--- src/design/rcfd_pkg.sv ---
// rcfd_pkg: shared types, byte codes and register indexes for the remote
// command frame decoder. No dependencies.
package rcfd_pkg;

  localparam logic [7:0] CHAR_START = 8'h73;  // 's'
  localparam logic [7:0] CHAR_END   = 8'h65;  // 'e'
  localparam logic [7:0] CHAR_SEP   = 8'h2F;  // '/'
  localparam logic [7:0] CHAR_NUL   = 8'h00;
  localparam logic [7:0] CHAR_PLUS  = 8'h2B;
  localparam logic [7:0] CHAR_MINUS = 8'h2D;
  localparam logic [7:0] CHAR_SPACE = 8'h20;
  localparam logic [7:0] CHAR_TAB   = 8'h09;
  localparam logic [7:0] CHAR_CR    = 8'h0D;
  localparam logic [7:0] CHAR_ZERO  = 8'h30;
  localparam logic [7:0] CHAR_NINE  = 8'h39;

  localparam logic [15:0] DUTY_RESET = 16'd1560;

  localparam int CFG_ADDR_W = 4;
  localparam logic [1:0] REG_CENTER = 2'd0;
  localparam logic [1:0] REG_LEFT   = 2'd1;
  localparam logic [1:0] REG_RIGHT  = 2'd2;

  typedef enum logic [3:0] {
    PH_IDLE   = 4'b0001,  // between tokens
    PH_SPACE  = 4'b0010,  // leading whitespace seen
    PH_DIGITS = 4'b0100,  // sign or digits seen
    PH_DONE   = 4'b1000   // token finished, rest ignored
  } rcfd_phase_t;

  typedef struct packed {
    logic [31:0] start_value;
    logic [31:0] head_button;
    logic [31:0] back_button;
    logic [31:0] right_button;
    logic [31:0] left_button;
  } rcfd_frame_t;

  typedef struct packed {
    logic [15:0] center;
    logic [15:0] left_limit;
    logic [15:0] right_limit;
  } rcfd_cfg_t;

  function automatic logic is_space(input logic [7:0] c);
    return (c == CHAR_SPACE) || ((c >= CHAR_TAB) && (c <= CHAR_CR));
  endfunction

  function automatic logic is_digit(input logic [7:0] c);
    return (c >= CHAR_ZERO) && (c <= CHAR_NINE);
  endfunction

endpackage

--- src/design/rcfd_cfg_regs.sv ---
// rcfd_cfg_regs: APB-style register file for the steering duty settings.
// Depends on rcfd_pkg.
module rcfd_cfg_regs
  import rcfd_pkg::*;
(
  input  logic                  clk,
  input  logic                  rst_n,
  input  logic                  psel,
  input  logic                  penable,
  input  logic                  pwrite,
  input  logic [CFG_ADDR_W-1:0] paddr,
  input  logic [31:0]           pwdata,
  output logic [31:0]           prdata,
  output logic                  pready,
  output rcfd_cfg_t             cfg
);

  rcfd_cfg_t cfg_r;
  logic      wr_en;

  assign pready = 1'b1;
  assign wr_en  = psel && penable && pwrite;
  assign cfg    = cfg_r;

  always_ff @(posedge clk) begin
    if (!rst_n) begin
      cfg_r.center      <= DUTY_RESET;
      cfg_r.left_limit  <= DUTY_RESET;
      cfg_r.right_limit <= DUTY_RESET;
    end else if (wr_en) begin
      unique case (paddr[3:2])
        REG_CENTER: cfg_r.center      <= pwdata[15:0];
        REG_LEFT:   cfg_r.left_limit  <= pwdata[15:0];
        REG_RIGHT:  cfg_r.right_limit <= pwdata[15:0];
        default: ;
      endcase
    end
  end

  always_comb begin
    unique case (paddr[3:2])
      REG_CENTER: prdata = {16'd0, cfg_r.center};
      REG_LEFT:   prdata = {16'd0, cfg_r.left_limit};
      REG_RIGHT:  prdata = {16'd0, cfg_r.right_limit};
      default:    prdata = 32'd0;
    endcase
  end

endmodule

--- src/design/rcfd_parser.sv ---
// rcfd_parser: input byte register and frame tokenizer; hands one frame of
// captured fields per accepted 'e'. Depends on rcfd_pkg.
module rcfd_parser
  import rcfd_pkg::*;
#(
  parameter int MAX_FRAME_CHARS = 99,
  parameter int FIELD_COUNT     = 10
) (
  input  logic        clk,
  input  logic        rst_n,
  input  logic        in_valid,
  output logic        in_ready,
  input  logic [7:0]  in_byte,
  output logic        frame_valid,
  input  logic        frame_ready,
  output rcfd_frame_t frame
);

  localparam int LEN_W  = $clog2(MAX_FRAME_CHARS + 2);
  localparam int FIDX_W = $clog2(FIELD_COUNT + 1);

  // byte stage
  logic        b_v_r;
  logic [7:0]  byte_r;
  logic        p_go;
  logic        frame_free;

  // token state
  logic              in_frame_r, in_frame_nxt;
  logic [LEN_W-1:0]  len_r, len_nxt;
  logic [FIDX_W-1:0] fidx_r, fidx_nxt, fidx_cl;
  rcfd_phase_t       phase_r, phase_nxt;
  logic              neg_r, neg_nxt;
  logic              ended_r, ended_nxt;
  logic [31:0]       val_r, val_nxt;
  logic [31:0]       cap_r [5];
  logic [31:0]       cap_nxt [5];
  logic [31:0]       cap_cl [5];
  logic [31:0]       tok_val;
  logic [31:0]       digit_val;
  logic              do_close;

  // frame output stage
  logic        frame_valid_r, frame_valid_nxt;
  logic        emit;
  rcfd_frame_t frame_r, frame_nxt;

  assign frame_free  = !frame_valid_r || frame_ready;
  assign p_go        = b_v_r && frame_free;
  assign in_ready    = !b_v_r || p_go;
  assign frame_valid = frame_valid_r;
  assign frame       = frame_r;
  assign digit_val   = {28'd0, byte_r[3:0]};

  // value of the open token closed now, and the field array after the close
  always_comb begin
    tok_val = neg_r ? (32'd0 - val_r) : val_r;
    cap_cl  = cap_r;
    if (fidx_r <= FIDX_W'(3)) begin
      cap_cl[{1'b0, fidx_r[1:0]}] = tok_val;
    end else if (fidx_r == FIDX_W'(5)) begin
      cap_cl[4] = tok_val;
    end
    fidx_cl = (fidx_r < FIDX_W'(FIELD_COUNT)) ? fidx_r + 1'b1 : fidx_r;
  end

  always_comb begin
    in_frame_nxt = in_frame_r;
    len_nxt      = len_r;
    fidx_nxt     = fidx_r;
    phase_nxt    = phase_r;
    neg_nxt      = neg_r;
    ended_nxt    = ended_r;
    val_nxt      = val_r;
    cap_nxt      = cap_r;
    do_close     = 1'b0;
    emit         = 1'b0;
    frame_nxt    = frame_r;
    if (p_go) begin
      priority if (byte_r == CHAR_START) begin
        in_frame_nxt = 1'b1;
        len_nxt      = '0;
        fidx_nxt     = '0;
        phase_nxt    = PH_IDLE;
        neg_nxt      = 1'b0;
        ended_nxt    = 1'b0;
        val_nxt      = 32'd0;
        for (int i = 0; i < 5; i++) cap_nxt[i] = 32'd0;
      end else if (!in_frame_r) begin
        // stray byte between frames
      end else if (byte_r != CHAR_END) begin
        if (len_r <= LEN_W'(MAX_FRAME_CHARS)) len_nxt = len_r + 1'b1;
        if (!ended_r) begin
          priority if (byte_r == CHAR_NUL) begin
            do_close  = (phase_r != PH_IDLE);
            ended_nxt = 1'b1;
          end else if (byte_r == CHAR_SEP) begin
            do_close = (phase_r != PH_IDLE);
          end else begin
            unique case (phase_r)
              PH_IDLE, PH_SPACE: begin
                priority if (is_space(byte_r)) begin
                  phase_nxt = PH_SPACE;
                end else if (byte_r == CHAR_PLUS || byte_r == CHAR_MINUS) begin
                  neg_nxt   = (byte_r == CHAR_MINUS);
                  phase_nxt = PH_DIGITS;
                end else if (is_digit(byte_r)) begin
                  val_nxt   = digit_val;
                  phase_nxt = PH_DIGITS;
                end else begin
                  phase_nxt = PH_DONE;
                end
              end
              PH_DIGITS: begin
                if (is_digit(byte_r)) begin
                  // times ten as two shifts
                  val_nxt = {val_r[28:0], 3'b000} + {val_r[30:0], 1'b0} + digit_val;
                end else begin
                  phase_nxt = PH_DONE;
                end
              end
              PH_DONE: ;
              default: ;
            endcase
          end
        end
      end else begin
        // closing 'e': within the length limit it ends the open token unless the body ended
        in_frame_nxt = 1'b0;
        if (len_r < LEN_W'(MAX_FRAME_CHARS)) begin
          emit = 1'b1;
          if (ended_r) begin
            frame_nxt = '{cap_r[0], cap_r[1], cap_r[2], cap_r[3], cap_r[4]};
          end else begin
            frame_nxt = '{cap_cl[0], cap_cl[1], cap_cl[2], cap_cl[3], cap_cl[4]};
          end
        end
      end
    end
    if (do_close) begin
      cap_nxt   = cap_cl;
      fidx_nxt  = fidx_cl;
      phase_nxt = PH_IDLE;
      neg_nxt   = 1'b0;
      val_nxt   = 32'd0;
    end
    frame_valid_nxt = emit ? 1'b1 : (frame_ready ? 1'b0 : frame_valid_r);
  end

  always_ff @(posedge clk) begin
    if (!rst_n) begin
      b_v_r         <= 1'b0;
      in_frame_r    <= 1'b0;
      len_r         <= '0;
      fidx_r        <= '0;
      phase_r       <= PH_IDLE;
      neg_r         <= 1'b0;
      ended_r       <= 1'b0;
      val_r         <= 32'd0;
      frame_valid_r <= 1'b0;
    end else begin
      if (in_ready) b_v_r <= in_valid;
      in_frame_r    <= in_frame_nxt;
      len_r         <= len_nxt;
      fidx_r        <= fidx_nxt;
      phase_r       <= phase_nxt;
      neg_r         <= neg_nxt;
      ended_r       <= ended_nxt;
      val_r         <= val_nxt;
      frame_valid_r <= frame_valid_nxt;
    end
  end

  // payload: fields are cleared by every 's' before use
  always_ff @(posedge clk) begin
    if (in_ready) byte_r <= in_byte;
    cap_r   <= cap_nxt;
    frame_r <= frame_nxt;
  end

  a_start_clears: assert property (@(posedge clk) disable iff (!rst_n)
    p_go && byte_r == CHAR_START |=> in_frame_r && len_r == '0 && fidx_r == '0)
    else $error("frame start did not clear tokenizer state");

  a_len_sat: assert property (@(posedge clk) disable iff (!rst_n)
    1'b1 |-> len_r <= LEN_W'(MAX_FRAME_CHARS + 1))
    else $error("frame length passed its saturation point");

  a_sep_closes: assert property (@(posedge clk) disable iff (!rst_n)
    p_go && in_frame_r && byte_r == CHAR_SEP |=> phase_r == PH_IDLE && !neg_r)
    else $error("separator left a token open");

endmodule

--- src/design/rcfd_frame_ctrl.sv ---
// rcfd_frame_ctrl: per-frame drive mode, stop flag and steering duty update,
// plus the result register. Depends on rcfd_pkg.
module rcfd_frame_ctrl
  import rcfd_pkg::*;
(
  input  logic        clk,
  input  logic        rst_n,
  input  logic        frame_valid,
  output logic        frame_ready,
  input  rcfd_frame_t frame,
  input  rcfd_cfg_t   cfg,
  output logic        out_valid,
  input  logic        out_ready,
  output rcfd_frame_t out_frame,
  output logic [15:0] out_mode,
  output logic        out_stop,
  output logic [15:0] out_duty
);

  logic        c_fire;
  logic        out_valid_r;
  logic [31:0] prev_head_r, prev_back_r;
  logic [15:0] mode_r, mode_nxt;
  logic        stop_r, stop_nxt;
  logic [15:0] duty_nxt;
  rcfd_frame_t out_frame_r;
  logic [15:0] out_duty_r;

  assign frame_ready = !out_valid_r || out_ready;
  assign c_fire      = frame_valid && frame_ready;
  assign out_valid   = out_valid_r;
  assign out_frame   = out_frame_r;
  assign out_mode    = mode_r;
  assign out_stop    = stop_r;
  assign out_duty    = out_duty_r;

  always_comb begin
    mode_nxt = mode_r;
    stop_nxt = stop_r;
    // head rising edge then back rising edge; start of zero wins over both
    if (prev_head_r == 32'd0 && frame.head_button == 32'd1) begin
      mode_nxt = mode_nxt + 16'd1;
      stop_nxt = 1'b0;
    end
    if (prev_back_r == 32'd0 && frame.back_button == 32'd1) begin
      mode_nxt = mode_nxt - 16'd1;
      stop_nxt = 1'b1;
    end
    if (frame.start_value == 32'd0) mode_nxt = 16'd0;

    priority if (frame.right_button == 32'd0) duty_nxt = cfg.left_limit;
    else if (frame.left_button == 32'd0)      duty_nxt = cfg.right_limit;
    else                                      duty_nxt = cfg.center;
  end

  always_ff @(posedge clk) begin
    if (!rst_n) begin
      out_valid_r <= 1'b0;
      prev_head_r <= 32'd1;
      prev_back_r <= 32'd1;
      mode_r      <= 16'd0;
      stop_r      <= 1'b1;
    end else begin
      if (frame_ready) out_valid_r <= frame_valid;
      if (c_fire) begin
        prev_head_r <= frame.head_button;
        prev_back_r <= frame.back_button;
        mode_r      <= mode_nxt;
        stop_r      <= stop_nxt;
      end
    end
  end

  always_ff @(posedge clk) begin
    if (c_fire) begin
      out_frame_r <= frame;
      out_duty_r  <= duty_nxt;
    end
  end

  a_start_zero: assert property (@(posedge clk) disable iff (!rst_n)
    c_fire && frame.start_value == 32'd0 |=> mode_r == 16'd0)
    else $error("zero start value did not clear drive mode");

  a_out_from_frame: assert property (@(posedge clk) disable iff (!rst_n)
    $rose(out_valid_r) |-> $past(c_fire))
    else $error("result appeared without a frame");

  a_out_hold: assert property (@(posedge clk) disable iff (!rst_n)
    out_valid_r && !out_ready |=> out_valid_r && $stable(out_frame_r) &&
                                  $stable(out_duty_r) && $stable(mode_r))
    else $error("stalled result changed");

endmodule

--- src/design/remote_command_frame_decoder.sv ---
// remote_command_frame_decoder: top level of the serial remote command frame
// decoder. Depends on rcfd_pkg, rcfd_cfg_regs, rcfd_parser, rcfd_frame_ctrl.
//
//  channel | direction | handshake              | payload
//  --------+-----------+------------------------+------------------------------
//  in_     | slave     | in_tvalid / in_tready  | in_tdata[7:0] = rx_byte
//  out_    | master    | out_tvalid/out_tready  | out_tdata[199:0], see port
//  cfg_    | APB slave | psel/penable, pready=1 | three 16-bit duty registers
//
// One byte per cycle is taken while in_tready is high. Bytes pass an input
// register, then the tokenizer, which on a closing 'e' loads a frame
// register; the frame logic then loads the result register.
// Reset is synchronous (rst_n low) and needs no sweep.
// A stalled result holds in the output register while the frame register and
// the input register still fill; in_tready drops only when all three are held.
module remote_command_frame_decoder
  import rcfd_pkg::*;
#(
  parameter int MAX_FRAME_CHARS = 99,  // longest frame body incl. closing 'e'
  parameter int FIELD_COUNT     = 10   // tokens counted per frame
) (
  input  logic                  clk,
  input  logic                  rst_n,
  // input byte stream
  input  logic                  in_tvalid,
  output logic                  in_tready,
  input  logic [7:0]            in_tdata,     // [7:0] rx_byte
  // result stream
  output logic                  out_tvalid,
  input  logic                  out_tready,
  // [31:0] start_value, [63:32] head_button, [95:64] back_button,
  // [127:96] right_button, [159:128] left_button, [175:160] drive_mode,
  // [176] stop_sign, [192:177] steer_duty, [199:193] zero
  output logic [199:0]          out_tdata,
  // configuration port
  input  logic                  cfg_psel,
  input  logic                  cfg_penable,
  input  logic                  cfg_pwrite,
  input  logic [CFG_ADDR_W-1:0] cfg_paddr,
  input  logic [31:0]           cfg_pwdata,
  output logic [31:0]           cfg_prdata,
  output logic                  cfg_pready
);

  rcfd_cfg_t   cfg;
  logic        frame_valid;
  logic        frame_ready;
  rcfd_frame_t frame;
  rcfd_frame_t res_frame;
  logic [15:0] res_mode;
  logic        res_stop;
  logic [15:0] res_duty;

  rcfd_cfg_regs u_cfg (
    .clk     (clk),
    .rst_n   (rst_n),
    .psel    (cfg_psel),
    .penable (cfg_penable),
    .pwrite  (cfg_pwrite),
    .paddr   (cfg_paddr),
    .pwdata  (cfg_pwdata),
    .prdata  (cfg_prdata),
    .pready  (cfg_pready),
    .cfg     (cfg)
  );

  // tokenizer: frame delimiting, atoi per token, field capture
  rcfd_parser #(
    .MAX_FRAME_CHARS (MAX_FRAME_CHARS),
    .FIELD_COUNT     (FIELD_COUNT)
  ) u_parser (
    .clk         (clk),
    .rst_n       (rst_n),
    .in_valid    (in_tvalid),
    .in_ready    (in_tready),
    .in_byte     (in_tdata),
    .frame_valid (frame_valid),
    .frame_ready (frame_ready),
    .frame       (frame)
  );

  // button edge detection, mode counter, duty select, result register
  rcfd_frame_ctrl u_ctrl (
    .clk         (clk),
    .rst_n       (rst_n),
    .frame_valid (frame_valid),
    .frame_ready (frame_ready),
    .frame       (frame),
    .cfg         (cfg),
    .out_valid   (out_tvalid),
    .out_ready   (out_tready),
    .out_frame   (res_frame),
    .out_mode    (res_mode),
    .out_stop    (res_stop),
    .out_duty    (res_duty)
  );

  assign out_tdata = {7'd0, res_duty, res_stop, res_mode,
                      res_frame.left_button, res_frame.right_button,
                      res_frame.back_button, res_frame.head_button,
                      res_frame.start_value};

endmodule
--- config.mk ---
export PLATFORM = sky130hd
export DESIGN_NAME = remote_command_frame_decoder
export DESIGN_NICKNAME = d
export VERILOG_FILES = /design/src/design/rcfd_pkg.sv /design/src/design/rcfd_cfg_regs.sv /design/src/design/rcfd_parser.sv /design/src/design/rcfd_frame_ctrl.sv /design/src/design/remote_command_frame_decoder.sv
export SDC_FILE = /design/constraint.sdc
export NUM_CORES = 1
export LEC_CHECK = 0
export BUFFER_PORTS_ARGS = -buffer_cell sky130_fd_sc_hd__buf_2
export CAP_MARGIN = 0
export CORE_MARGIN = 1
export CORE_UTILIZATION = 50
export DETAILED_ROUTE_END_ITERATION = 8
export GPL_ROUTABILITY_DRIVEN = 1
export PLACE_DENSITY = 0.79
export RECOVER_POWER = 50
export SKIP_LAST_GASP = 1
export SLEW_MARGIN = 5
export SYNTH_ARGS = -nofsm -noshare
export SYNTH_HDL_FRONTEND = slang
export SYNTH_SLANG_ARGS = --single-unit
--- constraint.sdc ---
create_clock -name clk -period 29.1 [get_ports clk]
set_input_delay 1.455 -clock clk [delete_from_list [all_inputs] [get_ports clk]]
set_output_delay 1.455 -clock clk [all_outputs]
set_load 0.02 [all_outputs]
After elaboration in Yosys (flattened, before gate mapping)
Index checks and enable logic that the tools add are counted.
- register bits: 686
- bits in latches: 0
- RAM bits: 0
- ROM bits: 0
- output and inout bits: 235
- memories kept: 0
- $add $sub $neg: 7
- multipliers: 0
- div/mod/pow operators: 0
- order comparisons: 10
- equal/unequal tests: 25
- shift-type cells: 0
- multiplexer cells: 80
- bitwise gates (word level): 4
- reductions and logical operators: 48
- operators by type and width (cell ; count):
    $mux 160 ; 4
    $mux 32 ; 14
    $bwmux 160 ; 1
    $logic_not 32->1 ; 5
    $mux 128 ; 1
    $demux 32 s3 ; 1
    $mux 16 ; 5
    $eq 32x1->1 const B ; 2
    $pmux 32 s2 ; 1
    $mux 4 ; 14
    $pmux 16 s3 ; 1
    $mux 1 ; 33
    $add 32x32->32 ; 1
    $add 32x4->32 ; 1
    $eq 8x6->1 const B ; 4
    $sub 1x32->32 const A ; 1
    $mux 7 ; 4
    $reduce_bool 2->1 ; 9
    $add 16x1->16 const B ; 1
    $sub 16x1->16 const B ; 1
    $reduce_and 11->1 ; 1
    $reduce_and 2->1 ; 5
    $logic_and 1x1->1 ; 9
    $ne 3x2->1 const B ; 3
    other kinds (37) ; 52

Logic depth before layout (Yosys ltp)
Gate-level depths: netlist (run 1).
- word-level depth: 12
- gate-level depth with buffers: 14
- gate-level depth less buffers: 13

Hierarchy
From an unflattened synthesis (run 1), not the netlist that was laid out.
- cells, all modules: 2747
- area total of the unflattened synthesis: 30695.7 um^2
- modules (own cells, without submodules) (module ; times used ; cells an instance ; area an instance (um^2)):
    rcfd_parser ; 1 ; 1680 ; 18316.3
    rcfd_frame_ctrl ; 1 ; 807 ; 9999.6
    rcfd_cfg_regs ; 1 ; 251 ; 2316.0
    remote_command_frame_decoder ; 1 ; 9 ; 63.8

Worst setup path after synthesis (run 1)
No wires, ideal clock.
- kind: in2reg
- from: input port out_tready
- to: register u_parser.frame_r, in the netlist u_parser.frame[0], enable pin
- arrival time: 17015 ps
- slack: 11007 ps
- stages: 5
- cells stage by stage: nor2b_1 > nand2_1 > nand2_1 > nor3_1 > nor4bb_1
- cells in the longest elaborated chain, start to end: 4
- ends and longest elaborated chain (item ; RTL line ; source):
    start: declaration ; remote_command_frame_decoder.sv:30 ; input logic out_tready,
    $logic_or 1x1->1 ; rcfd_frame_ctrl.sv:29 ; assign frame_ready = !out_valid_r || out_ready;
    $logic_or 1x1->1 ; rcfd_parser.sv:48 ; assign frame_free = !frame_valid_r || frame_ready;
    $logic_and 1x1->1 ; rcfd_parser.sv:49 ; assign p_go = b_v_r && frame_free;
    $reduce_and 5->1 (no source line) ; n/a ;
    end signal: assignment ; rcfd_parser.sv:178 ; frame_r <= frame_nxt;
    end: declaration ; rcfd_parser.sv:46 ; rcfd_frame_t frame_r, frame_nxt;
No other way between the ends.
A chain may end at the register's enable or synchronous reset.

Final worst setup path (run 1)
- from: input port out_tready
- to: register u_ctrl.mode_r[13] (netlist: u_ctrl.out_mode[13])
- cells in the longest elaborated chain, start to end: 2
- ends and longest elaborated chain (item ; RTL line ; source):
    $logic_or 1x1->1 ; rcfd_frame_ctrl.sv:29 ;
    $logic_and 1x1->1 ; rcfd_frame_ctrl.sv:30 ; assign c_fire = frame_valid && frame_ready;
    end signal: assignment ; rcfd_frame_ctrl.sv:68 ; mode_r <= mode_nxt;
    end: declaration ; rcfd_frame_ctrl.sv:23 ; logic [15:0] mode_r, mode_nxt;
No other way between the ends.

==> results of run 1 <==
[power by group through the flow]
stage,clock (mW),combinational (mW),sequential (mW)
4_1_cts,0.855,0.0207,1.04
3_3_place_gp,0,0.0205,1.06
6_report,0.846,0.0209,1.04
5_1_grt,0.891,0.0226,1.04
3_5_place_dp,0,0.0206,1.06
2_1_floorplan,0,0.0161,1.06
[stage by stage]
step           total power, mW  instances  instance area, um^2  setup WS, ns  hold slack, ns
6_report                 1.906       3835                34220         18.21          0.4498
5_1_grt                  1.952       3835                34220         17.25          0.4552
4_1_cts                  1.915       3832                34600         24.41          0.4474
3_5_place_dp             1.081       3708                32490         23.81          0.4361
3_3_place_gp             1.081       3708                32490         23.80          0.4307
2_1_floorplan            1.075       2818                30550         11.01          0.4268
[final timing paths]
kind / startpoint / endpoint / slack, ns / cells after the start
setup / recovery: out_tready / u_ctrl.out_mode[13] / 18.21 / 12
hold / removal: u_parser.frame[16] / u_ctrl.out_frame[16] / 0.45 / 0
setup reg to reg: u_ctrl.out_valid / u_ctrl.out_mode[13] / 18.81 / 11
hold reg to reg: u_parser.frame[16] / u_ctrl.out_frame[16] / 0.45 / 0
[state kept, by name, summed over array words and instances, names as in the netlist, 7 cells and up]
register and count:
u_ctrl.out_duty 16, u_ctrl.out_frame 160, u_parser.cap_r 160, u_parser.frame 160, u_ctrl.prev_head_r 32, u_ctrl.out_mode 16
u_parser.byte_r 8, u_parser.len_r 7, u_parser.val_r 32, u_ctrl.prev_back_r 32, u_cfg.cfg 48
[area by class of cell]
type                            count  area, um^2
Antenna cell                        3       7.507
Clock buffer                       92        1812
Clock inverter                     32       294.0
Fill cell                        4942       26020
Inverter                           34       130.1
Multi-Input combinational cell   1917       10990
Sequential cell                   686       18780
Tap cell                          782       978.4
Timing Repair Buffer              289        1236
[cell usage after synthesis, types with 4 or more instances]
cell	instances	area [um^2]
dfxtp_1	182	3643
buf_4	25	187.7
nor4_4	4	85.08
a31oi_1	10	62.56
edfxtp_1	504	15130
a211oi_1	166	1246
ha_1	66	825.8
nand4_1	33	206.5
nand3_1	41	205.2
o21ai_0	86	430.4
xnor2_1	26	227.7
nor4b_1	6	52.55
or3_1	10	62.56
o21a_1	8	60.06
mux2i_1	46	460.4
buf_1	10	37.54
or4_1	4	30.03
nand2b_1	13	81.33
clkbuf_1	143	536.8
and2_1	13	81.33
o22ai_1	4	25.02
o21bai_1	7	52.55
o31ai_1	16	120.1
nand2_1	351	1318
or2_2	7	43.79
nor4_1	84	525.5
a41oi_1	5	43.79
inv_1	33	123.9
mux2_2	5	56.30
and3_1	7	43.79
a22oi_1	13	97.59
a21oi_1	308	1541
nor2_1	403	1513
nor3_1	27	135.1
a21o_1	9	67.56
xor2_1	46	402.9
nor2b_1	6	37.54
[cell families (layout without fill, tap and decap cells)]
family,after synthesis,in the layout,share of synthesized area
AND/OR/NAND/NOR,1031,1031,0.1516
flip-flops,686,686,0.6163
AO/OA/AOI/OAI,669,669,0.1346
buffers and inverters,215,447,0.03018
XOR/XNOR,73,73,0.02123
adder cells (fa/ha/maj),68,68,0.02842
multiplexers,52,52,0.01745
other,2,27,0.0002465
[layer usage]
layer	vias up	global-route usage	routed length [um]
met3	161	0.03145	5462
li1	10630	-	-
met5	-	0	0
met2	954	0.3797	36250
met1	10760	0.3273	31430
met4	0	0.1127	3037
==> results.ini, run 1 <==
[critical_path]
critical-path-top-delay-family = buffers and inverters
cp_data_required_time_ns = 29.57
critPathMaxFanout = 108
slowest_delay_ns = 4.90
criticalPathCategory = in2reg
setup.worst_path.end_class = register
critPathSlowestCell = clkinvlp_2
path_common_cell = nand2_1
cp_cell_sequence = buf_2, nor2b_1, nand2b_2, clkbuf_1, clkinvlp_2, o21ai_0, buf_4, inv_1, nand2_1, nor2_1, a32oi_1, nand2_1
crit_buf_inv = 5
cp.arrival_ns = 11.36
cp-start-kind = input pin

[layout]
fin_util = 0.5680
final_common_cell = edfxtp_1
layout_common_cells = edfxtp_1, nor2_1, nand2_1, a21oi_1, clkbuf_1
final_layout_size_suffix_gt1_frac = 0.07475
nets = 3115
syn2layout_area_growth_pct = 12.31

[clock_network]
cts_setup_buffers = 0
cts.sinks = 686
numCtsBuffers = 68
cts_hold_buf = 0
cts_root_buf = clkbuf_16
cts-resized-gates = 0
cts_tree = yes
cts.clk_slew.worst_paths_ns = 0.06
htreeDepth = 3
clk_path_buf_depth = 3
clkLatencyLatePin_ns = 0.60

[logic_synthesis]
yosysWarnings = 0
synth_edf_count = 504
synthCells = 2796
yosysSeqAreaShare = 0.6163
synth.ff_latch_count = 686
synth_area_um2 = 30470
synth_cell_types = 82
synthArstFlopShare = 0
avgSynthCellArea_um2 = 10.90
synth_flop_cell = edfxtp_1

[floorplan]
core_area_um2 = 60250
die_y_um = 248.9
rows = 90
io_pins = 286
die-area_um2 = 61930
chipWidth_um = 248.9
start_util = 0.5058

[detailed_routing]
vias = 22500
wl_per_cell_um = 19.86
drt_iter0_markers = 2647
firstDrtPassIters = 8
drc = 1
vias_per_cell = 5.866
wirelength_um = 76180
drtAntennaViolNets = 0

[timing]
slew_headroom = -1.721
period_share = 0.3741
fmax_mhz = 91.86
worst_pin_slew_ns = 4.082
setup_viol = 0
period_needed_ns = 10.89
report.final.slew_viol_count = 698
timing.setup.tns_ns = 0
rsz0062_at_grt = false
finalClockSkew_ns = 0.02190
hold_violations = 0

[hold_path]
hold_class = reg2reg

[power_and_ir_drop]
power.density_nw_per_um2 = 55.70
pwr-share-clk = 0.444
swShare = 0.2029
p_int_mw = 1.519
p_comb_frac = 0.011
p_leak_nw = 12.54
ir_worst_vdd_mv = 0.03460
power.share.sequential = 0.545
switchingPower_mw = 0.3868

[grt]
antenna_found_initial = 3
grt_max_degree = 109
grt_pass1_vias = 20840
grt_first_pass_wirelength_um = 117200
grt_overflow = 0
globalRouteTotalUtil = 0.2392

[run_status]
violations = DRC, capacitance limit, slew limit
status = finished with violations

[place]
place_congestion = 0.9042
dpl.hpwl_um = 49190
io_buffers = 243

[flow_run]
drv_cap = 14

Power figures use the tool's default switching activity.
==> run 2, diff against run 1 <==
Settings changed: PLACE_DENSITY 0.79 to 0.82.
Clock period 29.1 ns to 9.4 ns, I/O delays scaled along.
==> run 2 against run 1 <==
The flow still finishes with violations (DRC, capacitance limit, slew limit). Via count increased by 0.84%. Die area unchanged. Sequential share of layout area decreased by 0.35 points. Clock-buffer cell count decreased by 2. Core utilization increased by 0.37 points. Flip-flop and latch count unchanged. Cell area increased by 0.64%. Critical path depth decreased by 1. Sequential power increased to 3.1 times the previous value. Critical path type is now reg2reg. Critical endpoint unchanged. Largest power group unchanged.
==> results.ini, run 2 (synthesis gave the netlist of run 1 again) <==
[run_status]
status = finished with violations  ; unchanged
violations = DRC, capacitance limit, slew limit  ; unchanged

[timing]
hold_violations = 0  ; unchanged
period_share = 0.6200
timing.setup.tns_ns = 0  ; unchanged
slew_headroom = -1.831  ; was -1.721
rsz0062_at_grt = false  ; unchanged
setup_viol = 0  ; unchanged
period_needed_ns = 5.828
report.final.slew_viol_count = 639  ; was 698
fmax_mhz = 171.6
worst_pin_slew_ns = 4.247  ; was 4.082 ns
finalClockSkew_ns = 0.02766  ; was 0.02190 ns

[detailed_routing]
vias = 22690  ; was 22500
drc = 1  ; unchanged
vias_per_cell = 5.920  ; was 5.866
wirelength_um = 76030  ; was 76180 um
drtAntennaViolNets = 0  ; unchanged
firstDrtPassIters = 8  ; unchanged
wl_per_cell_um = 19.84  ; was 19.86 um
drt_iter0_markers = 2705  ; was 2647

[place]
dpl.hpwl_um = 48590  ; was 49190 um
place_congestion = 0.9338  ; was 0.9042
io_buffers = 243  ; unchanged
dp_cells = 3707  ; was 3708

[layout]
regArea_um2 = 18780  ; unchanged
instances_no_fill = 3832  ; was 3835
nets = 3114  ; was 3115
layout_common_cells = edfxtp_1, nor2_1, nand2_1, a21oi_1, clkbuf_1  ; unchanged
final_common_cell = edfxtp_1  ; unchanged
multi_input_area_um2 = 10990  ; about the same
fillers = 4810  ; was 4942
final_layout_size_suffix_gt1_frac = 0.07511  ; was 0.07475
syn2layout_area_growth_pct = 13.03  ; was 12.31%

[grt]
globalRouteTotalUtil = 0.2374  ; was 0.2392
grt_overflow = 0  ; unchanged
grt_first_pass_wirelength_um = 115600  ; was 117200 um
antenna_found_initial = 1  ; was 3
grt_pass1_vias = 20710  ; was 20840
grt_max_degree = 162  ; was 109

[floorplan]
rows = 90  ; unchanged
io_pins = 286  ; unchanged
core_area_um2 = 60250  ; unchanged
chipWidth_um = 248.9  ; unchanged
die-area_um2 = 61930  ; unchanged
die_y_um = 248.9  ; unchanged
start_util = 0.5058  ; unchanged

[clock_network]
cts_tree = yes  ; unchanged
cts_setup_buffers = 0  ; unchanged
cts.clk_slew.worst_paths_ns = 0.06  ; about the same
cts-resized-gates = 0  ; unchanged
htreeDepth = 3  ; unchanged
clk_path_buf_depth = 3  ; unchanged
numCtsBuffers = 68  ; unchanged
cts_root_buf = clkbuf_16  ; unchanged
cts_hold_buf = 0  ; unchanged
clkLatencyLatePin_ns = 0.62  ; was 0.60 ns
cts.sinks = 686  ; unchanged

[critical_path]
critPathMaxFanout = 109  ; was 108
path_common_cell = nand2_1  ; unchanged
setup.worst_path.end_class = register  ; unchanged
ff2ff_path_depth = 11  ; unchanged
cp_data_required_time_ns = 9.91  ; was 29.57 ns
cp_cell_sequence = nor2b_1, nand2b_2, clkbuf_1, inv_8, o21ai_0, buf_4, inv_1, nand2_1, nor2_1, a32oi_1, nand2_1  ; was buf_2, nor2b_1, nand2b_2, clkbuf_1, clkinvlp_2, o21ai_0, buf_4, inv_1, nand2_1, nor2_1, a32oi_1, nand2_1
critPathSlowestCell = clkbuf_1  ; was clkinvlp_2
cp-start-kind = register  ; was input pin
cp.arrival_ns = 6.33  ; was 11.36 ns
criticalPathCategory = reg2reg  ; was in2reg
slowest_delay_ns = 2.39  ; was 4.90 ns

[power_and_ir_drop]
p_leak_nw = 12.59  ; was 12.54 nW
power.density_nw_per_um2 = 175.8  ; was 55.70 nW/um^2
p_comb_frac = 0.011  ; about the same
pwr-share-clk = 0.458  ; was 0.444
swShare = 0.2025  ; was 0.2029
ir_worst_vdd_mv = 0.1029  ; was 0.03460 mV
p_int_mw = 4.828  ; was 1.519 mW
switchingPower_mw = 1.226  ; was 0.3868 mW
power.share.sequential = 0.531  ; was 0.545

[hold_path]
hold_class = in2reg  ; was reg2reg
holdPathStages = 1  ; was 0

[flow_run]
drv_cap = 11  ; was 14

run 2: cell count changes in the layout (fill, tap and decap cells not counted), moves of 3 or more:
cell and delta:
clkbuf_8 +6, clkbuf_1 -9, clkinvlp_4 +5, clkinv_1 +6
clkbuf_16 +3, buf_4 +8, buf_2 -13, clkinv_2 -11
run 2: worst paths after layout:
kind / start / end / slack [ns]
worst max register to register: u_ctrl.out_valid / u_ctrl.out_mode[13] / 3.57
worst min register to register: u_parser.frame[62] / u_ctrl.out_frame[62] / 0.45
worst min-delay path: in_tdata[1] / u_parser.byte_r[1] / 0.03
worst max-delay path: u_ctrl.out_valid / u_ctrl.out_mode[13] / 3.57
run 2: layout make-up:
type / count / share of cell area
diodes: 1 / 0.00007266
clock buffers: 90 / 0.05602
clock inverters: 34 / 0.01093
inverters: 34 / 0.003960
multi-input cells: 1917 / 0.3192
flip-flops and latches: 686 / 0.5452
well taps: 782 / 0.02841
repair buffers: 288 / 0.03622
run 2: through the flow:
stage | util | setup WS [ns] | power, mW | cell area, um^2 | hold WS [ns]
5_1_grt | 0.5717 | 3.130 | 6.206 | 34440 | 0.01579
6_report | 0.5717 | 3.572 | 6.054 | 34440 | 0.02737
3_5_place_dp | 0.5391 | 5.213 | 3.345 | 32480 | 0.4363
3_3_place_gp | 0.5391 | 5.264 | 3.344 | 32480 | 0.4319
4_1_cts | 0.5774 | 5.180 | 6.085 | 34790 | 0.006585
2_1_floorplan | - | 2.726 | 3.329 | 30570 | 0.4268
run 2: per-layer routing:
metal | up-vias | wire length, um | part of all wire | track usage
met5 | - | 0 | 0 | 0
met4 | 0 | 2804 | 0.037 | 0.09973
met1 | 10810 | 30070 | 0.40 | 0.3139
li1 | 10650 | - | - | -
met2 | 1056 | 36910 | 0.49 | 0.3914
met3 | 174 | 6240 | 0.082 | 0.03574
run 2: power by group through the flow:
stage / clock, mW / combinational, mW / sequential [mW]
floorplan: 0 / 0.0498 / 3.28
global placement: 0 / 0.0628 / 3.28
CTS: 2.80 / 0.0638 / 3.22
finish: 2.77 / 0.0639 / 3.22
detailed placement: 0 / 0.0635 / 3.28
global route: 2.92 / 0.0691 / 3.22
run 2: worst max-delay path: cells and delay by family, from the launching register on:
| family | cells | cell delay [ns] |
|---|---|---|
| and+or+nand+nor | 5 | 1.02 |
| DFF | 1 | 0.32 |
| AOI/OAI and AO/OA | 2 | 0.53 |
| buffers and inverters | 4 | 3.69 |
